[config.mk]
export PLATFORM = sky130hd
export DESIGN_NAME = deq_ctrl
export DESIGN_NICKNAME = d
export VERILOG_FILES = /design/src/hdl/deq_pkg.sv /design/src/hdl/deq_ctrl.sv
export SDC_FILE = /design/constraint.sdc
export NUM_CORES = 1
export LEC_CHECK = 0
export BUFFER_PORTS_ARGS = -buffer_cell sky130_fd_sc_hd__clkbuf_2
export CAP_MARGIN = 25
export CORE_AREA = 2 2 39 41
export CTS_CLUSTER_SIZE = 30
export DETAILED_ROUTE_END_ITERATION = 8
export DIE_AREA = 0 0 41 43
export GPL_ROUTABILITY_DRIVEN = 0
export HOLD_SLACK_MARGIN = 0.1
export SLEW_MARGIN = 20
export SYNTH_ARGS = -nofsm -noshare
export SYNTH_HDL_FRONTEND = slang
export SYNTH_SLANG_ARGS = --single-unit
[constraint.sdc]
create_clock -name clk -period 1.75 [get_ports clk]
set_input_delay 0.35 -clock clk [delete_from_list [all_inputs] [get_ports clk]]
set_output_delay 0.35 -clock clk [all_outputs]
set_load 0.01 [all_outputs]
[src/hdl/deq_pkg.sv]
// Shared types and constants for the double-ended queue.
`timescale 1ns / 1ps

package deq_pkg;

	localparam int WORD_W = 32;
	localparam int FILL_W = 9;
	localparam int KIND_W = 2;

	localparam logic [KIND_W-1:0] KIND_PUSH_FRONT = 2'd0;
	localparam logic [KIND_W-1:0] KIND_PUSH_BACK  = 2'd1;
	localparam logic [KIND_W-1:0] KIND_POP_FRONT  = 2'd2;
	localparam logic [KIND_W-1:0] KIND_POP_BACK   = 2'd3;

	typedef struct packed {
		logic capture;
		logic exec;
		logic read;
		logic load;
	} deq_cmd_t;

	typedef struct packed {
		logic out_free;
	} deq_status_t;

endpackage

[src/hdl/deq_ctrl.sv]
// Controller state machine that sequences one deque operation at a time.
`timescale 1ns / 1ps

module deq_ctrl
	import deq_pkg::*;
(
	input  logic        clk,
	input  logic        arst_n,
	input  logic        in_valid,
	output logic        in_ready,
	input  deq_status_t status,
	output deq_cmd_t    cmd
);

	typedef enum logic [1:0] {
		ST_IDLE,
		ST_EXEC,
		ST_READ,
		ST_RESP
	} state_t;

	state_t state_q;
	logic   in_ready_q;

	always_ff @(posedge clk or negedge arst_n) begin
		if (!arst_n) begin
			state_q    <= ST_IDLE;
			in_ready_q <= 1'b0;
		end else begin
			unique case (state_q)
				ST_IDLE: begin
					in_ready_q <= !(in_valid && in_ready_q);
					if (in_valid && in_ready_q) begin
						state_q <= ST_EXEC;
					end
				end
				ST_EXEC: begin
					state_q <= ST_READ;
				end
				ST_READ: begin
					state_q <= ST_RESP;
				end
				ST_RESP: begin
					if (status.out_free) begin
						state_q    <= ST_IDLE;
						in_ready_q <= 1'b1;
					end
				end
				default: begin
					state_q    <= ST_IDLE;
					in_ready_q <= 1'b0;
				end
			endcase
		end
	end

	assign in_ready = in_ready_q;

	always_comb begin
		cmd.capture = (state_q == ST_IDLE) && in_valid && in_ready_q;
		cmd.exec    = (state_q == ST_EXEC);
		cmd.read    = (state_q == ST_READ);
		cmd.load    = (state_q == ST_RESP) && status.out_free;
	end

endmodule

==> metrics.yaml <==
run_status:
  status: "complete, no violations"
setup_path:
  crit_family: "flip-flops"
  crit_buf_inv: 2
  endpoint_kind: "output port"
  cp_slowest_cell: "dfrtp_1"
  worst_r2r_endpoint: "state_q[1]"
  startpoint_type: "flop"
  path_cells: "inv_1, ha_1, and3_1, clkbuf_2"
  r2r-start: "state_q[0]"
  critPathMaxFanout: 4
  arrival_ps: 1310
  r2r_slack_ps: 360
  crit_path_max_incr_delay_ps: 410
  ff2ff_path_depth: 4
  required_ps: 1400
  worstSetupPathType: "reg -> out"
route:
  via_per_inst: 3.714
  totalWireLength_um: 453
  drtIter0Drc: 0
  vias: 182
  postRouteAntennaNets: 0
  wl_per_cell_um: 9.245
  post-route-drc-count: 0
  first_pass_iters: 1
sta:
  finalSetupViolCount: 0
  tightestPinTransition_ps: 175.1
  hold_viol_final: 0
  fin_crit_sh_pct: 95.07
  timing.hold.ws_ps: 454.9
  drv_slew: 0
  fin_setup_tns_ps: 0
  fmax_mhz: 601.1
  slew_headroom_pct: 88.33
  rsz0062_at_grt: "false"
  min_period_ps: 1664
  finalClockSkew_ps: 6.455
power_and_ir_drop:
  peakVddDrop_uv: 413.7
  power.switching_mw: 0.2189
  seq_power_share_pct: 23.8
  power_frac_comb_pct: 55.3
  power_density_mw_per_mm2: 1851
  p_leak_nw: 0.1685
  intPower_mw: 0.3647
  swShare_pct: 37.50
  power.share.clock_pct: 21.0
run:
  cap_violations: 0
synth:
  synth_cell_types: 12
  synth-compound-area-share_pct: 13.14
  yosys_register_bits: 3
  synth.area.mux_share_pct: 6.857
  synth_xor_xnor_area_share_pct: 0
  synth_cells: 20
  synth_top_family_by_area: "adder cells"
  synthSimpleGateAreaFrac_pct: 17.71
  yosysSeqAreaShare_pct: 34.29
  synth_fp_nets: 28
  synth-adder-area-share_pct: 22.86
  avgSynthCellArea_um2: 10.95
  yosys_warnings: 0
  synth_area_um2: 219.0
grt:
  antenna_found_initial: 0
  grt_max_degree: 5
  grtUsageTotal_pct: 6.841
  grt_pass1_vias: 179
  grt_first_pass_wirelength_um: 738
  overflow: 0
clock_tree:
  cts_root_buffer: "clkbuf_4"
  ctsResizeCount: 0
  htree_levels: 1
  path_clk_slew_ps: 40
  ctsHoldBuffers: 1
  cts_buffers: 3
  clk_latency_ps: 240
  cts_setup_buffers: 0
  clock-sinks: 3
  cts_tree: "yes"
  cts_max_path_buffers: 2
placement:
  dp.final_hpwl_um: 369.8
  numPortBuffers: 8
die:
  die_w_um: 41
  die_h_um: 43
  die_area_mm2: 0.001763
  rows: 14
  io_pins: 9
  core_mm2: 0.001384
  start_util_pct: 15.82
cells_and_area:
  fin_util_pct: 22.78
  mostFrequentLayoutCell: "clkbuf_2"
  layout_common_cells: "clkbuf_2, ha_1, inv_1, clkbuf_4, dfrtp_1"
  final_nets: 42
  area_growth_pct: 44.00
  drive_gt1_share_pct: 48.48
  diodes: 0
min_path:
  min_path_type: "in -> async"
[flip-flops by register name, indices dropped and copies added, names as in the netlist]
register and flops:
state_q 2, in_ready 1
[power groups by stage]
| stage | registers (mW) | logic [mW] | clock network, mW |
|---|---|---|---|
| 6_report | 0.139 | 0.322 | 0.122 |
| 5_1_grt | 0.145 | 0.361 | 0.136 |
| 2_1_floorplan | 0.135 | 0.242 | 0 |
| 4_1_cts | 0.139 | 0.329 | 0.129 |
| 3_3_place_gp | 0.137 | 0.319 | 0 |
| 3_5_place_dp | 0.141 | 0.324 | 0 |
[stage by stage]
stage | setup WS [ps] | total power, mW | instance area [um2] | cells
after floorplan | 448.7 | 0.3768 | 219.0 | 20
after global placement | 365.9 | 0.4553 | 279.0 | 44
after detailed placement | 333.6 | 0.4643 | 279.0 | 44
after CTS | 75.09 | 0.5971 | 315.3 | 49
after global routing | 6.934 | 0.6421 | 315.3 | 49
final | 86.29 | 0.5836 | 315.3 | 49
[Yosys cell counts, drive strengths merged]
| library cell | number | area share, % |
|---|---|---|
| o32a | 1 | 5.1 |
| a21oi | 1 | 4.0 |
| nor2b | 1 | 6.3 |
| nor2 | 2 | 3.4 |
| ha | 4 | 23 |
| mux2 | 1 | 6.9 |
| dfrtp | 3 | 34 |
| and3 | 1 | 2.9 |
| a2bb2oi | 1 | 4.0 |
| and2 | 1 | 3.4 |
| nand2 | 1 | 1.7 |
| inv | 3 | 5.1 |
[how the worst max path moves through the flow]
stage | startpoint | to | slack, ps | depth (start not counted)
after floorplan | state_q[0] | state_q[1] | 450 | 4
after global placement | state_q[1] | cmd[3] | 370 | 4
after detailed placement | state_q[0] | cmd[3] | 330 | 4
after CTS | state_q[0] | cmd[3] | 80 | 4
after global routing | state_q[1] | cmd[3] | 7 | 4
final | state_q[0] | cmd[3] | 90 | 4
[metal layers]
metal | vias up | share of wire [%] | track usage (%)
li1 | 92 | - | -
met1 | 86 | 47 | 7.767
met2 | 4 | 46 | 8.125
met3 | 0 | 6.4 | 4.712
met4 | 0 | 0 | 6.000
met5 | - | 0 | 0
[logic make-up after synthesis]
logic type,count (synthesis)
mux,1
compound gates,3
simple gates,6
fa+ha+maj,4
flops,3
buf+inv,3
[final cells by class]
class | count | area (um2)
clock buffer | 4 | 26.28
fill | 161 | 1069
multi-input combinational | 14 | 132.6
tap | 16 | 20.02
timing repair buffer | 9 | 50.05
sequential | 3 | 75.07
inverter | 3 | 11.26
Power figures use the tool's default switching activity.
